--- config.mk ---
export PLATFORM = sky130hd
export DESIGN_NAME = pir_motion_qualifier
export DESIGN_NICKNAME = d
export VERILOG_FILES = /design/src/rtl/pmq_pkg.sv /design/src/rtl/pmq_fifo.sv /design/src/rtl/pmq_core.sv /design/src/rtl/pir_motion_qualifier.sv
export VERILOG_INCLUDE_DIRS = /design/src /design/src/rtl
export SDC_FILE = /design/constraint.sdc
export NUM_CORES = 1
export LEC_CHECK = 0
export BUFFER_PORTS_ARGS = -buffer_cell sky130_fd_sc_hd__buf_2
export CORE_UTILIZATION = 29
export CTS_BUF_LIST = sky130_fd_sc_hd__clkbuf_4
export DETAILED_ROUTE_END_ITERATION = 10
export GPL_ROUTABILITY_DRIVEN = 0
export HOLD_SLACK_MARGIN = 0.06
export PLACE_DENSITY = 0.46
export SLEW_MARGIN = 20
export SYNTH_ARGS = -nofsm -noshare
export SYNTH_HDL_FRONTEND = slang
export SYNTH_SLANG_ARGS = --single-unit
--- constraint.sdc ---
create_clock -name clk_i -period 13.3 [get_ports clk_i]
set_clock_uncertainty 0.05 [all_clocks]
set_input_delay 3.325 -clock clk_i [delete_from_list [all_inputs] [get_ports clk_i]]
set_output_delay 3.325 -clock clk_i [all_outputs]
set_load 0.02 [all_outputs]
--- src/rtl/assert_macros.svh ---
// assertion macros for the motion qualifier, empty when synthesized
`ifndef ASSERT_MACROS_SVH
`define ASSERT_MACROS_SVH
`ifndef SYNTHESIS
`define PMQ_ASSERT(lbl, clk, rst_n, prop, msg) \
  lbl: assert property (@(posedge clk) disable iff (!rst_n) prop) else $error(msg);
`define PMQ_ASSERT_NEVER(lbl, clk, rst_n, prop, msg) \
  lbl: assert property (@(posedge clk) disable iff (!rst_n) !(prop)) else $error(msg);
`else
`define PMQ_ASSERT(lbl, clk, rst_n, prop, msg)
`define PMQ_ASSERT_NEVER(lbl, clk, rst_n, prop, msg)
`endif
`endif

--- src/rtl/pmq_pkg.sv ---
// shared types and constants of the motion qualifier
package pmq_pkg;

  localparam int CfgIdxW    = 3;
  localparam int CfgDataW   = 32;
  localparam int ReqW       = 7;
  localparam int TimeW      = 32;
  localparam int CountW     = 16;
  localparam int DurMinW    = 31;
  localparam int PeriodW    = 16;

  // configuration register indexes
  localparam logic [CfgIdxW-1:0] CfgEnabled     = 3'd0;
  localparam logic [CfgIdxW-1:0] CfgSamplesReq  = 3'd1;
  localparam logic [CfgIdxW-1:0] CfgDetectWin   = 3'd2;
  localparam logic [CfgIdxW-1:0] CfgCooldown    = 3'd3;
  localparam logic [CfgIdxW-1:0] CfgDurationMin = 3'd4;
  localparam logic [CfgIdxW-1:0] CfgSamplePer   = 3'd5;
  localparam logic [CfgIdxW-1:0] CfgCheckPer    = 3'd6;

  localparam logic [CountW-1:0] CountMax = '1;

  typedef struct packed {
    logic               enabled;
    logic [ReqW-1:0]    highs_needed;
    logic [TimeW-1:0]   detection_window_ms;
    logic [TimeW-1:0]   cooldown_ms;
    logic [DurMinW-1:0] duration_min_ms;
    logic [PeriodW-1:0] sample_period_ms;
    logic [PeriodW-1:0] check_period_ms;
  } cfg_t;

  localparam cfg_t CfgReset = '{
    enabled:             1'b1,
    highs_needed:        7'd3,
    detection_window_ms: 32'd5000,
    cooldown_ms:         32'd10000,
    duration_min_ms:     31'd1000,
    sample_period_ms:    16'd100,
    check_period_ms:     16'd50
  };

  typedef struct packed {
    logic [TimeW-1:0] time_ms;
    logic             sensor_level;
  } in_item_t;

  typedef struct packed {
    logic              motion_active;
    logic [CountW-1:0] motion_count;
    logic              event_done;
    logic [TimeW-1:0]  event_duration_ms;
    logic              event_significant;
  } out_item_t;

endpackage

--- src/rtl/pmq_fifo.sv ---
// small register queue used on both sides of the motion qualifier
module pmq_fifo #(
  parameter int Width = 8,
  parameter int Depth = 2
) (
  input  logic             clk_i,
  input  logic             rst_ni,
  input  logic             push_i,
  input  logic [Width-1:0] data_i,
  output logic             full_o,
  input  logic             pop_i,
  output logic [Width-1:0] data_o,
  output logic             empty_o
);

  localparam int PtrW = (Depth > 1) ? $clog2(Depth) : 1;
  localparam int CntW = $clog2(Depth + 1);

  logic [Width-1:0] mem_q [Depth];
  logic [PtrW-1:0]  wr_q, wr_d, rd_q, rd_d;
  logic [CntW-1:0]  cnt_q, cnt_d;
  logic             do_push, do_pop;

  assign full_o  = (cnt_q == CntW'(Depth));
  assign empty_o = (cnt_q == '0);
  assign do_push = push_i && !full_o;
  assign do_pop  = pop_i && !empty_o;
  assign data_o  = mem_q[rd_q];

  always_comb begin
    wr_d  = wr_q;
    rd_d  = rd_q;
    cnt_d = cnt_q;
    if (do_push) begin
      wr_d = (wr_q == PtrW'(Depth - 1)) ? '0 : wr_q + 1'b1;
    end
    if (do_pop) begin
      rd_d = (rd_q == PtrW'(Depth - 1)) ? '0 : rd_q + 1'b1;
    end
    if (do_push && !do_pop) begin
      cnt_d = cnt_q + 1'b1;
    end else if (do_pop && !do_push) begin
      cnt_d = cnt_q - 1'b1;
    end
  end

  always_ff @(posedge clk_i or negedge rst_ni) begin
    if (!rst_ni) begin
      wr_q  <= '0;
      rd_q  <= '0;
      cnt_q <= '0;
    end else begin
      wr_q  <= wr_d;
      rd_q  <= rd_d;
      cnt_q <= cnt_d;
    end
  end

  always_ff @(posedge clk_i) begin
    if (do_push) begin
      mem_q[wr_q] <= data_i;
    end
  end

endmodule

--- src/rtl/pmq_core.sv ---
// motion qualification engine: sample ring, hold window, activity and event logic
module pmq_core #(
  parameter int HistoryDepth = 10
) (
  input  logic               clk_i,
  input  logic               rst_ni,
  input  pmq_pkg::cfg_t      cfg_i,
  input  logic               fire_i,
  input  pmq_pkg::in_item_t  item_i,
  output pmq_pkg::out_item_t res_o
);
  import pmq_pkg::*;

  localparam int PosW = (HistoryDepth > 1) ? $clog2(HistoryDepth) : 1;
  localparam int TotW = $clog2(HistoryDepth + 1);

  logic [HistoryDepth-1:0] ring_q, ring_d;
  logic [PosW-1:0]         pos_q, pos_d;
  logic [TotW-1:0]         total_q, total_d;
  logic [TimeW-1:0]        last_sample_q, last_sample_d;
  logic [TimeW-1:0]        last_check_q, last_check_d;
  logic [TimeW-1:0]        last_valid_q, last_valid_d;
  logic [TimeW-1:0]        start_q, start_d;
  logic [TimeW-1:0]        last_counted_q, last_counted_d;
  logic                    active_q, active_d;
  logic [CountW-1:0]       count_q, count_d;

  logic [TimeW-1:0] now, dur;
  logic             check_ok, sample_ok, qual, valid;
  logic             ev_done, ev_sig;

  assign now = item_i.time_ms;
  assign dur = now - start_q;

  always_comb begin
    ring_d         = ring_q;
    pos_d          = pos_q;
    total_d        = total_q;
    last_sample_d  = last_sample_q;
    last_check_d   = last_check_q;
    last_valid_d   = last_valid_q;
    start_d        = start_q;
    last_counted_d = last_counted_q;
    active_d       = active_q;
    count_d        = count_q;
    ev_done        = 1'b0;
    ev_sig         = 1'b0;
    qual           = 1'b0;
    valid          = 1'b0;

    check_ok  = ((now - last_check_q) >= {{(TimeW-PeriodW){1'b0}}, cfg_i.check_period_ms});
    sample_ok = ((now - last_sample_q) >= {{(TimeW-PeriodW){1'b0}}, cfg_i.sample_period_ms});

    if (check_ok) begin
      last_check_d = now;
      if (cfg_i.enabled) begin
        if (sample_ok) begin
          last_sample_d = now;
          // running total tracks the ring: drop the overwritten entry, add the new one
          total_d        = total_q - TotW'(ring_q[pos_q]) + TotW'(item_i.sensor_level);
          ring_d[pos_q]  = item_i.sensor_level;
          pos_d          = (pos_q == PosW'(HistoryDepth - 1)) ? '0 : pos_q + 1'b1;
          qual           = (ReqW'(total_d) >= cfg_i.highs_needed);
        end
        if (qual) begin
          last_valid_d = now;
          valid        = 1'b1;
        end else begin
          valid = ((now - last_valid_q) < cfg_i.detection_window_ms);
        end

        if (valid && !active_q) begin
          active_d = 1'b1;
          start_d  = now;
          if ((now - last_counted_q) > cfg_i.cooldown_ms) begin
            if (count_q != CountMax) begin
              count_d = count_q + 1'b1;
            end
            last_counted_d = now;
          end
        end else if (!valid && active_q) begin
          active_d = 1'b0;
          if (dur >= {1'b0, cfg_i.duration_min_ms}) begin
            ev_done = 1'b1;
            ev_sig  = (dur > {cfg_i.duration_min_ms, 1'b0});
          end
        end
      end
    end
  end

  always_comb begin
    res_o.motion_active     = active_d;
    res_o.motion_count      = count_d;
    res_o.event_done        = ev_done;
    res_o.event_duration_ms = ev_done ? dur : '0;
    res_o.event_significant = ev_sig;
  end

  always_ff @(posedge clk_i or negedge rst_ni) begin
    if (!rst_ni) begin
      ring_q         <= '0;
      pos_q          <= '0;
      total_q        <= '0;
      last_sample_q  <= '0;
      last_check_q   <= '0;
      last_valid_q   <= '0;
      start_q        <= '0;
      last_counted_q <= '0;
      active_q       <= 1'b0;
      count_q        <= '0;
    end else if (fire_i) begin
      ring_q         <= ring_d;
      pos_q          <= pos_d;
      total_q        <= total_d;
      last_sample_q  <= last_sample_d;
      last_check_q   <= last_check_d;
      last_valid_q   <= last_valid_d;
      start_q        <= start_d;
      last_counted_q <= last_counted_d;
      active_q       <= active_d;
      count_q        <= count_d;
    end
  end

endmodule

--- src/rtl/pir_motion_qualifier.sv ---
// top level of the motion qualifier: config registers, queues and engine
//
// the block turns timestamped raw motion-sensor levels into qualified motion:
// every pushed item yields exactly one result, which carries the active flag,
// the saturating motion count and, when motion ends after at least the
// minimum duration, an event with its duration and a significance flag.
// items enter through a small input queue (push/full) and results leave
// through a small output queue (empty/pop); the engine between them takes
// one item per cycle whenever the input queue holds one and the output queue
// has room, so the sustained rate is one item per clock cycle. an item is
// registered in the input queue; at its head, once the output queue has
// room, the engine's state update (check and sample periods, ring of
// HISTORY_DEPTH levels with a running high total, hold window, cooldown)
// computes its result straight into the output queue, from which it is
// visible on the result ports. the user must see that configuration is
// written through the cfg port only while the block is idle, which the
// block does not enforce; writes past the register list are taken and ignored
module pir_motion_qualifier #(
  parameter int HISTORY_DEPTH = 10,
  parameter int QUEUE_DEPTH   = 2
) (
  input  logic                             clk_i,
  input  logic                             rst_ni,
  // input queue side
  input  logic                             push,
  output logic                             full,
  input  pmq_pkg::in_item_t                in_item_i,
  // result queue side
  output logic                             empty,
  input  logic                             pop,
  output pmq_pkg::out_item_t               out_item_o,
  // configuration write channel
  input  logic                             cfg_valid_i,
  output logic                             cfg_ready_o,
  input  logic [pmq_pkg::CfgIdxW-1:0]      cfg_index_i,
  input  logic [pmq_pkg::CfgDataW-1:0]     cfg_data_i
);
  import pmq_pkg::*;

  `include "assert_macros.svh"

  localparam int InW  = $bits(in_item_t);
  localparam int OutW = $bits(out_item_t);

  cfg_t           cfg_q, cfg_d;
  logic           cfg_we;
  logic           in_empty, out_full, core_fire;
  logic [InW-1:0] in_data;
  logic [OutW-1:0] out_data;
  in_item_t       core_item;
  out_item_t      core_res;

  // config port never stalls
  assign cfg_ready_o = 1'b1;
  assign cfg_we      = cfg_valid_i && cfg_ready_o;

  always_comb begin
    cfg_d = cfg_q;
    if (cfg_we) begin
      case (cfg_index_i)
        CfgEnabled:     cfg_d.enabled             = cfg_data_i[0];
        CfgSamplesReq:  cfg_d.highs_needed        = cfg_data_i[ReqW-1:0];
        CfgDetectWin:   cfg_d.detection_window_ms = cfg_data_i[TimeW-1:0];
        CfgCooldown:    cfg_d.cooldown_ms         = cfg_data_i[TimeW-1:0];
        CfgDurationMin: cfg_d.duration_min_ms     = cfg_data_i[DurMinW-1:0];
        CfgSamplePer:   cfg_d.sample_period_ms    = cfg_data_i[PeriodW-1:0];
        CfgCheckPer:    cfg_d.check_period_ms     = cfg_data_i[PeriodW-1:0];
        default:        cfg_d = cfg_q;
      endcase
    end
  end

  always_ff @(posedge clk_i or negedge rst_ni) begin
    if (!rst_ni) begin
      cfg_q <= CfgReset;
    end else begin
      cfg_q <= cfg_d;
    end
  end

  // front: input queue takes transfers while not full, buffering against result backpressure
  pmq_fifo #(
    .Width (InW),
    .Depth (QUEUE_DEPTH)
  ) u_in_fifo (
    .clk_i   (clk_i),
    .rst_ni  (rst_ni),
    .push_i  (push),
    .data_i  (in_item_i),
    .full_o  (full),
    .pop_i   (core_fire),
    .data_o  (in_data),
    .empty_o (in_empty)
  );

  assign core_item = in_item_t'(in_data);
  // engine advances one item when there is work and somewhere to put it
  assign core_fire = !in_empty && !out_full;

  pmq_core #(
    .HistoryDepth (HISTORY_DEPTH)
  ) u_core (
    .clk_i  (clk_i),
    .rst_ni (rst_ni),
    .cfg_i  (cfg_q),
    .fire_i (core_fire),
    .item_i (core_item),
    .res_o  (core_res)
  );

  // back: result queue holds finished results until popped
  pmq_fifo #(
    .Width (OutW),
    .Depth (QUEUE_DEPTH)
  ) u_out_fifo (
    .clk_i   (clk_i),
    .rst_ni  (rst_ni),
    .push_i  (core_fire),
    .data_i  (core_res),
    .full_o  (out_full),
    .pop_i   (pop),
    .data_o  (out_data),
    .empty_o (empty)
  );

  assign out_item_o = out_item_t'(out_data);

  // a result appears only after the engine produced one
  `PMQ_ASSERT(a_result_from_engine, clk_i, rst_ni, $fell(empty) |-> $past(core_fire), "result appeared without engine transfer")
  // an ending event leaves motion inactive
  `PMQ_ASSERT(a_event_ends_motion, clk_i, rst_ni, (core_fire && core_res.event_done) |-> !core_res.motion_active, "event reported while motion active")
  // significance only accompanies an event
  `PMQ_ASSERT(a_sig_needs_event, clk_i, rst_ni, (core_fire && core_res.event_significant) |-> core_res.event_done, "significant flag without event")
  // a full input queue always has work for the engine
  `PMQ_ASSERT_NEVER(a_full_not_empty, clk_i, rst_ni, full && in_empty, "input queue full and empty at once")

endmodule

# Word-level counts from Yosys, hierarchy flattened
# Memory sizes are Yosys's and may differ from the RTL's.
# Index checks and enable logic that the tools add are counted.
[word_totals]
register_bits = 338
mem_bits_rw = 168
in_bits = 73
out_inout_bits = 54
elab_cells = 144
n_memories = 2
[op_classes]
add_sub_neg = 17
order_cmp = 9
eq_ne = 10
mux = 44
reduce_logical = 39
[mem_list]
columns = ["name", "words", "width", "read_ports", "rd_clocked_by_memory_dff", "write_ports", "line_no", "rtl"]
rows = [
  ["u_out_fifo.mem_q", 2, 51, 1, 0, 1, "pmq_fifo.sv:19", "logic [Width-1:0] mem_q [Depth];"],
  ["u_in_fifo.mem_q", 2, 33, 1, 0, 1, "pmq_fifo.sv:19", ""],
]
[ops]
columns = ["cell", "n"]
rows = [
  ["$sub 32x32->32", 5],
  ["$mux 16", 5],
  ["$ge 32x16->1", 2],
  ["$gt 32x32->1", 2],
  ["$ge 32x31->1", 1],
  ["$lt 32x32->1", 1],
  ["$mux 32", 1],
  ["$mux 1", 30],
  ["$add 16x1->16 const B", 1],
  ["$ne 16x16->1 const B", 1],
  ["$reduce_and 2->1", 8],
  ["$logic_and 1x1->1", 12],
  ["$reduce_and 4->1", 3],
  ["$bwmux 10", 1],
  ["$logic_not 1->1", 10],
  ["$eq 3x3->1 const B", 3],
  ["$mux 2", 4],
  ["$ge 4x7->1", 1],
  ["$eq 3x2->1 const B", 2],
  ["$lt 4x5->1 const B", 1],
  ["$reduce_and 5->1", 1],
  ["$add 1x1->1 const B", 4],
  ["$add 2x1->2 const B", 2],
  ["$add 4x1->4", 1],
  ["other kinds (13)", 17],
]

# Depth between registers and ports, before layout
[logic_depth]
ltp_word = 18
ltp_mapped = 33
ltp_nobuf = 30

# Modules after synthesis
# Synthesis repeated with hierarchy kept, for this count alone.
[hier_totals]
cells_unflattened = 3034
hier_area_um2 = 33234.4
[modules_own_cells]
columns = ["module", "instances", "cells_per_inst", "area_each_um2", "seq_area_each_um2"]
rows = [
  ["pmq_core", 1, 2438, 21026.4, 4879.7],
  ["pir_motion_qualifier", 1, 296, 5348.9, 3409.5],
  ["pmq_fifo (u_out_fifo)", 1, 178, 4129.0, 3163.0],
  ["pmq_fifo (u_in_fifo)", 1, 122, 2730.1, 2082.0],
]

# Worst setup path before layout
# OpenSTA, ideal clock, no wires.
[synth_path]
path_kind = "reg-to-reg"
from = "register u_in_fifo.rd_q"
to = "register u_core.last_counted_q[10]"
setup_time_ns = 0.125
arrival_time_ns = 6.941
t_required_ns = 13.125
slack_ns = 6.184
stages_incl_launch_ff = 32
n_path_buf = 3
period_less_slack_ns = 7.116
path_cell_list = "dfrtp_1 clkbuf_1 clkbuf_1 mux2_2 inv_1 ha_1 inv_1 fa_1 a21o_1 a21o_1 a2111o_1 a21oi_1 a21oi_1 o41ai_1 o21ai_0 o221ai_1 o2111a_1 o21bai_1 a21oi_1 xnor2_1 ha_1 and4_1 a21oi_1 nand2_1 a21oi_1 o21ai_0 nor2b_1 nor3_1 nand3_2 nor2_2 buf_6 mux2_4"
[synth_between]
elab_chain_len = 11
elab_cells_between_ends = 19
classes_between = "add/sub (5); order compare (5); mux (6); reduce/logical (2); memory (1)"
[synth_rtl]
columns = ["item", "line_no", "rtl"]
rows = [
  ["start, declared", "pmq_fifo.sv:20", "logic [PtrW-1:0] wr_q, wr_d, rd_q, rd_d;"],
  ["start signal, assigned", "pmq_fifo.sv:54", "rd_q <= rd_d;"],
  ["$mem_v2 2x33 *", "--", ""],
  ["$sub 32x32->32 or $add 4x1->4 (tied branches)", "pmq_core.sv:52, pmq_core.sv:60", ""],
  ["$ge 32x16->1 or $ge 4x7->1 (tied branches)", "pmq_core.sv:52, pmq_core.sv:63", ""],
  ["$mux 1", "pmq_core.sv:57", "if (sample_ok) begin"],
  ["$mux 1", "pmq_core.sv:56", "if (cfg_i.enabled) begin"],
  ["$mux 1", "pmq_core.sv:54", "if (check_ok) begin"],
  ["$mux 1", "pmq_core.sv:65", "if (qual) begin"],
  ["$mux 1", "pmq_core.sv:56", ""],
  ["$mux 1", "pmq_core.sv:54", ""],
  ["$logic_and 1x1->1", "pmq_core.sv:72", "if (valid && !active_q) begin"],
  ["$reduce_and 5->1 (no source line)", "--", ""],
  ["end signal, assigned", "pmq_core.sv:120", "last_counted_q <= last_counted_d;"],
  ["end, declared", "pmq_core.sv:24", "logic [TimeW-1:0] last_counted_q, last_counted_d;"],
]
# Every way passes the cells marked *; elsewhere a longest branch is shown, timed or not. The select of a mux whose other input is x is not followed.
# A chain may end at the register's enable or synchronous reset.

# Final worst setup path
[layout_path]
from = "register u_in_fifo.rd_q"
to = "register u_core.count_q[1]"
[layout_between]
elab_chain_len = 13
elab_cells_between_ends = 22
classes_between = "add/sub (5); order compare (5); mux (10); reduce/logical (1); memory (1)"
[layout_rtl]
columns = ["item", "line_no", "rtl"]
rows = [
  ["$mem_v2 2x33 *", "--", ""],
  ["$sub 32x32->32 or $add 4x1->4 (tied branches)", "pmq_core.sv:52, pmq_core.sv:60", ""],
  ["$ge 32x16->1 or $ge 4x7->1 (tied branches)", "pmq_core.sv:52, pmq_core.sv:63", ""],
  ["$mux 1", "pmq_core.sv:57", ""],
  ["$mux 1", "pmq_core.sv:56", ""],
  ["$mux 1", "pmq_core.sv:54", ""],
  ["$mux 1", "pmq_core.sv:65", ""],
  ["$mux 1", "pmq_core.sv:56", ""],
  ["$mux 1", "pmq_core.sv:54", ""],
  ["$logic_and 1x1->1", "pmq_core.sv:72", ""],
  ["$mux 16", "pmq_core.sv:72", ""],
  ["$mux 16", "pmq_core.sv:56", ""],
  ["$mux 16 *", "pmq_core.sv:54", ""],
  ["end signal, assigned", "pmq_core.sv:122", "count_q <= count_d;"],
  ["end, declared", "pmq_core.sv:26", "logic [CountW-1:0] count_q, count_d;"],
]
# Marked as above.

==> metrics.csv <==
metric,value,unit
outcome,finished clean,
DR DRC count,0,
Initial Util,29.4,%
"most common cell after layout, fill and taps aside",inv_1,
Synth Area per Inst,10.1,um^2
vias,23637,
WP data arrival,9.60,ns
Max Cap Viol,0,
core area,109000,um^2
clock buffer depth,3,
setup tns final,0,ns
Port Buffers,125,
Skew-Pair Late Insertion Delay,1.08,ns
first-pass GRT wire length,133,mm
hold buffers post-CTS,0,
vias per cell,4.71,
Post-synth EDFFs,168,
Initial DRT Pass Iterations,5,
post-DP HPWL,62.3,mm
H-tree levels,4,
Setup crit start kind,flip-flop,
Setup Buffers After CTS,0,
CP peak stage delay,0.84,ns
pin count of the biggest net entering global routing,132,
register area share after synthesis,42.1,%
Period minus WS final,8.71,ns
Crit path top cell by count,a21oi_1,
critical setup path kind,flip-flop to flip-flop,
worst path required time,14.18,ns
"Reg clk slew, reported paths",0.06,ns
r2r setup slk,4.59,ns
"commonest non-fill, non-tap cells in the layout","inv_1 (350), ha_1 (326), dfrtp_1 (311), clkbuf_4 (236), a21oi_1 (223)",
Tot GR Track Use,15.3,%
Crit. End Element,flip-flop,
Util after Layout,33.4,%
hold depth,1,
R2R cell count,29,
# fillers,11431,
Final Cycle Share,65.5,%
synthesized instance count,3197,
ratio of cells with drive above 1 in the final layout,19.6,%
initial DRC count,1087,
Critical Path Slowest Stage Cell,nand3_1,
Routed Antenna Nets,0,
most used flip-flop cell after synthesis,dfrtp_1,
Ys Warns,0,
CTS root buf,clkbuf_4,
RSZ-0062 raised after global routing,no,
Max Freq,0.115,GHz
antenna violations before repair,7,
worst hold path class,flip-flop to flip-flop,
Fin. Hold Viols,0,
max_slew headroom,27.9,%
Die Ht,335,um
post-cts sizing count,0,
Setup Viol. Count Final,0,
die width,335,um
clock sink count,506,
Synth cell types,85,
r2r endpoint,u_core.count_q[1],
CP max FO,35,
Layout area overhead,13.6,%
reg-to-reg startpoint,u_in_fifo.rd_q,
wire per inst,16.8,um
TritonCTS clock tree,built,
row cnt,121,
syn nets,3602,
Pins Over Slew Limit,0,
min-delay src,u_out_fifo.rd_q,
grt ovf,0,
overall routed net length,84.4,mm
fraction of registers with async set/reset,66.8,%
worst slew pin tran,1.08,ns
CTS buffer count,155,
sink of the worst hold path,u_out_fifo.rd_q,
# IOs,127,
synthesized area,32100,um^2
vias in the first global route,23850,
Synth Register Bits,506,
Final #Nets,3814,
die area,112000,um^2
-- routing by layer --
layer  GRT usage (%)  share of wire, %
met5               0                 0
met4            5.84               2.7
met3            2.78               3.8
met2            23.1                42
met1            21.5                51
-- Yosys cell counts, types with 6 or more instances --
cell type	count	area, um^2
buf_4	6	45.0
fa_1	6	120
o21a_1	34	255
nand2_1	211	792
and3_1	23	144
o21ai_0	177	886
nor3_1	55	275
a21oi_1	223	1120
a21o_1	86	646
a31oi_1	18	113
nor3b_1	8	60.1
mux2_2	205	2310
or4_1	9	67.6
dfrtp_1	313	7830
or3_1	11	68.8
o21ai_1	27	135
ha_1	326	4080
dfstp_2	25	657
and4_1	13	114
o21bai_1	25	188
nand3_1	61	305
and2_1	12	75.1
a211o_1	11	96.3
o2111ai_1	12	105
edfxtp_1	168	5040
o211ai_1	27	203
nand2b_1	34	213
mux2i_1	12	120
inv_1	350	1310
a221oi_1	8	70.1
nor2_1	217	815
nor2b_1	43	269
mux2_1	6	67.6
buf_2	24	120
a211oi_1	20	150
nor4_1	11	68.8
mux2_4	29	435
nand4_1	47	294
buf_6	7	78.8
xor2_1	56	490
clkbuf_1	52	195
xnor2_1	98	858
-- cells by family (layout without fill, tap and decap cells) --
| kind of cell | Yosys count | after routing | synth area share [%] |
|---|---|---|---|
| and+or+nand+nor | 776 | 776 | 11.6 |
| AOI/OAI and AO/OA | 733 | 733 | 14.3 |
| DFF | 506 | 506 | 42.1 |
| buffers and inverters | 441 | 780 | 5.48 |
| adders and majority gates | 332 | 332 | 13.1 |
| muxes | 254 | 254 | 9.26 |
| xor gates and xnor gates | 154 | 154 | 4.20 |
| other | 1 | 12 | 0.0117 |
-- flip-flops by register name (all words and copies together), names as in the netlist --
register               count
u_in_fifo.wr_q             1
u_core.pos_q               4
u_core.active_q            1
u_out_fifo.wr_q            1
u_core.count_q            16
u_in_fifo.cnt_q            2
u_core.ring_q             10
u_core.total_q             4
u_core.last_check_q       32
u_core.start_q            32
u_in_fifo.rd_q             1
u_in_fifo.mem_q           66
u_core.last_sample_q      32
u_out_fifo.rd_q            1
cfg_q                    135
u_core.last_counted_q     32
u_core.last_valid_q       32
u_out_fifo.cnt_q           2
u_out_fifo.mem_q         102
-- how the worst max path moves through the flow --
stage | from | to | slack [ns]
finish | u_in_fifo.rd_q | u_core.count_q[1] | 4.59
global placement | u_in_fifo.rd_q | u_core.count_q[1] | 4.42
global route | u_in_fifo.rd_q | u_core.count_q[1] | 3.63
floorplan | u_in_fifo.rd_q | u_core.last_counted_q[10] | 6.18
detailed placement | u_in_fifo.rd_q | u_core.count_q[1] | 4.43
CTS | u_in_fifo.rd_q | u_core.count_q[1] | 4.41
-- worst max-delay path, delay by kind of cell (launching register included) --
kind            cells  cell delay [ns]
compound gates     14             3.37
xor+xnor            1             0.14
fa+ha+maj           3             0.87
buf+inv             3             0.72
flops               1             0.33
mux                 2             0.80
simple gates        6             2.23
-- area by class of cell --
type                            count  area (um^2)  area share (%)
Antenna cell                       11         27.5          0.0754
Timing Repair Buffer              146          818            2.24
Tap cell                         1476         1850            5.06
Clock inverter                     48          304           0.832
Sequential cell                   506        13500            37.1
Inverter                          350         1310            3.60
Multi-Input combinational cell   2250        16900            46.3
Clock buffer                      236         1770            4.85
-- metrics by stage --
stage	worst slack, ns	cell area, um^2	hold slack [ns]	cells
2_1_floorplan	6.18	32100	0.403	3197
3_3_place_gp	4.42	34400	0.406	4727
3_5_place_dp	4.43	34400	0.414	4727
4_1_cts	4.41	36500	0.422	5011
5_1_grt	3.63	36500	0.446	5014
6_report	4.59	36500	0.419	5023
Power is not shown: default switching activity piles up to over one toggle a cycle in this logic, so the estimate is an artifact.
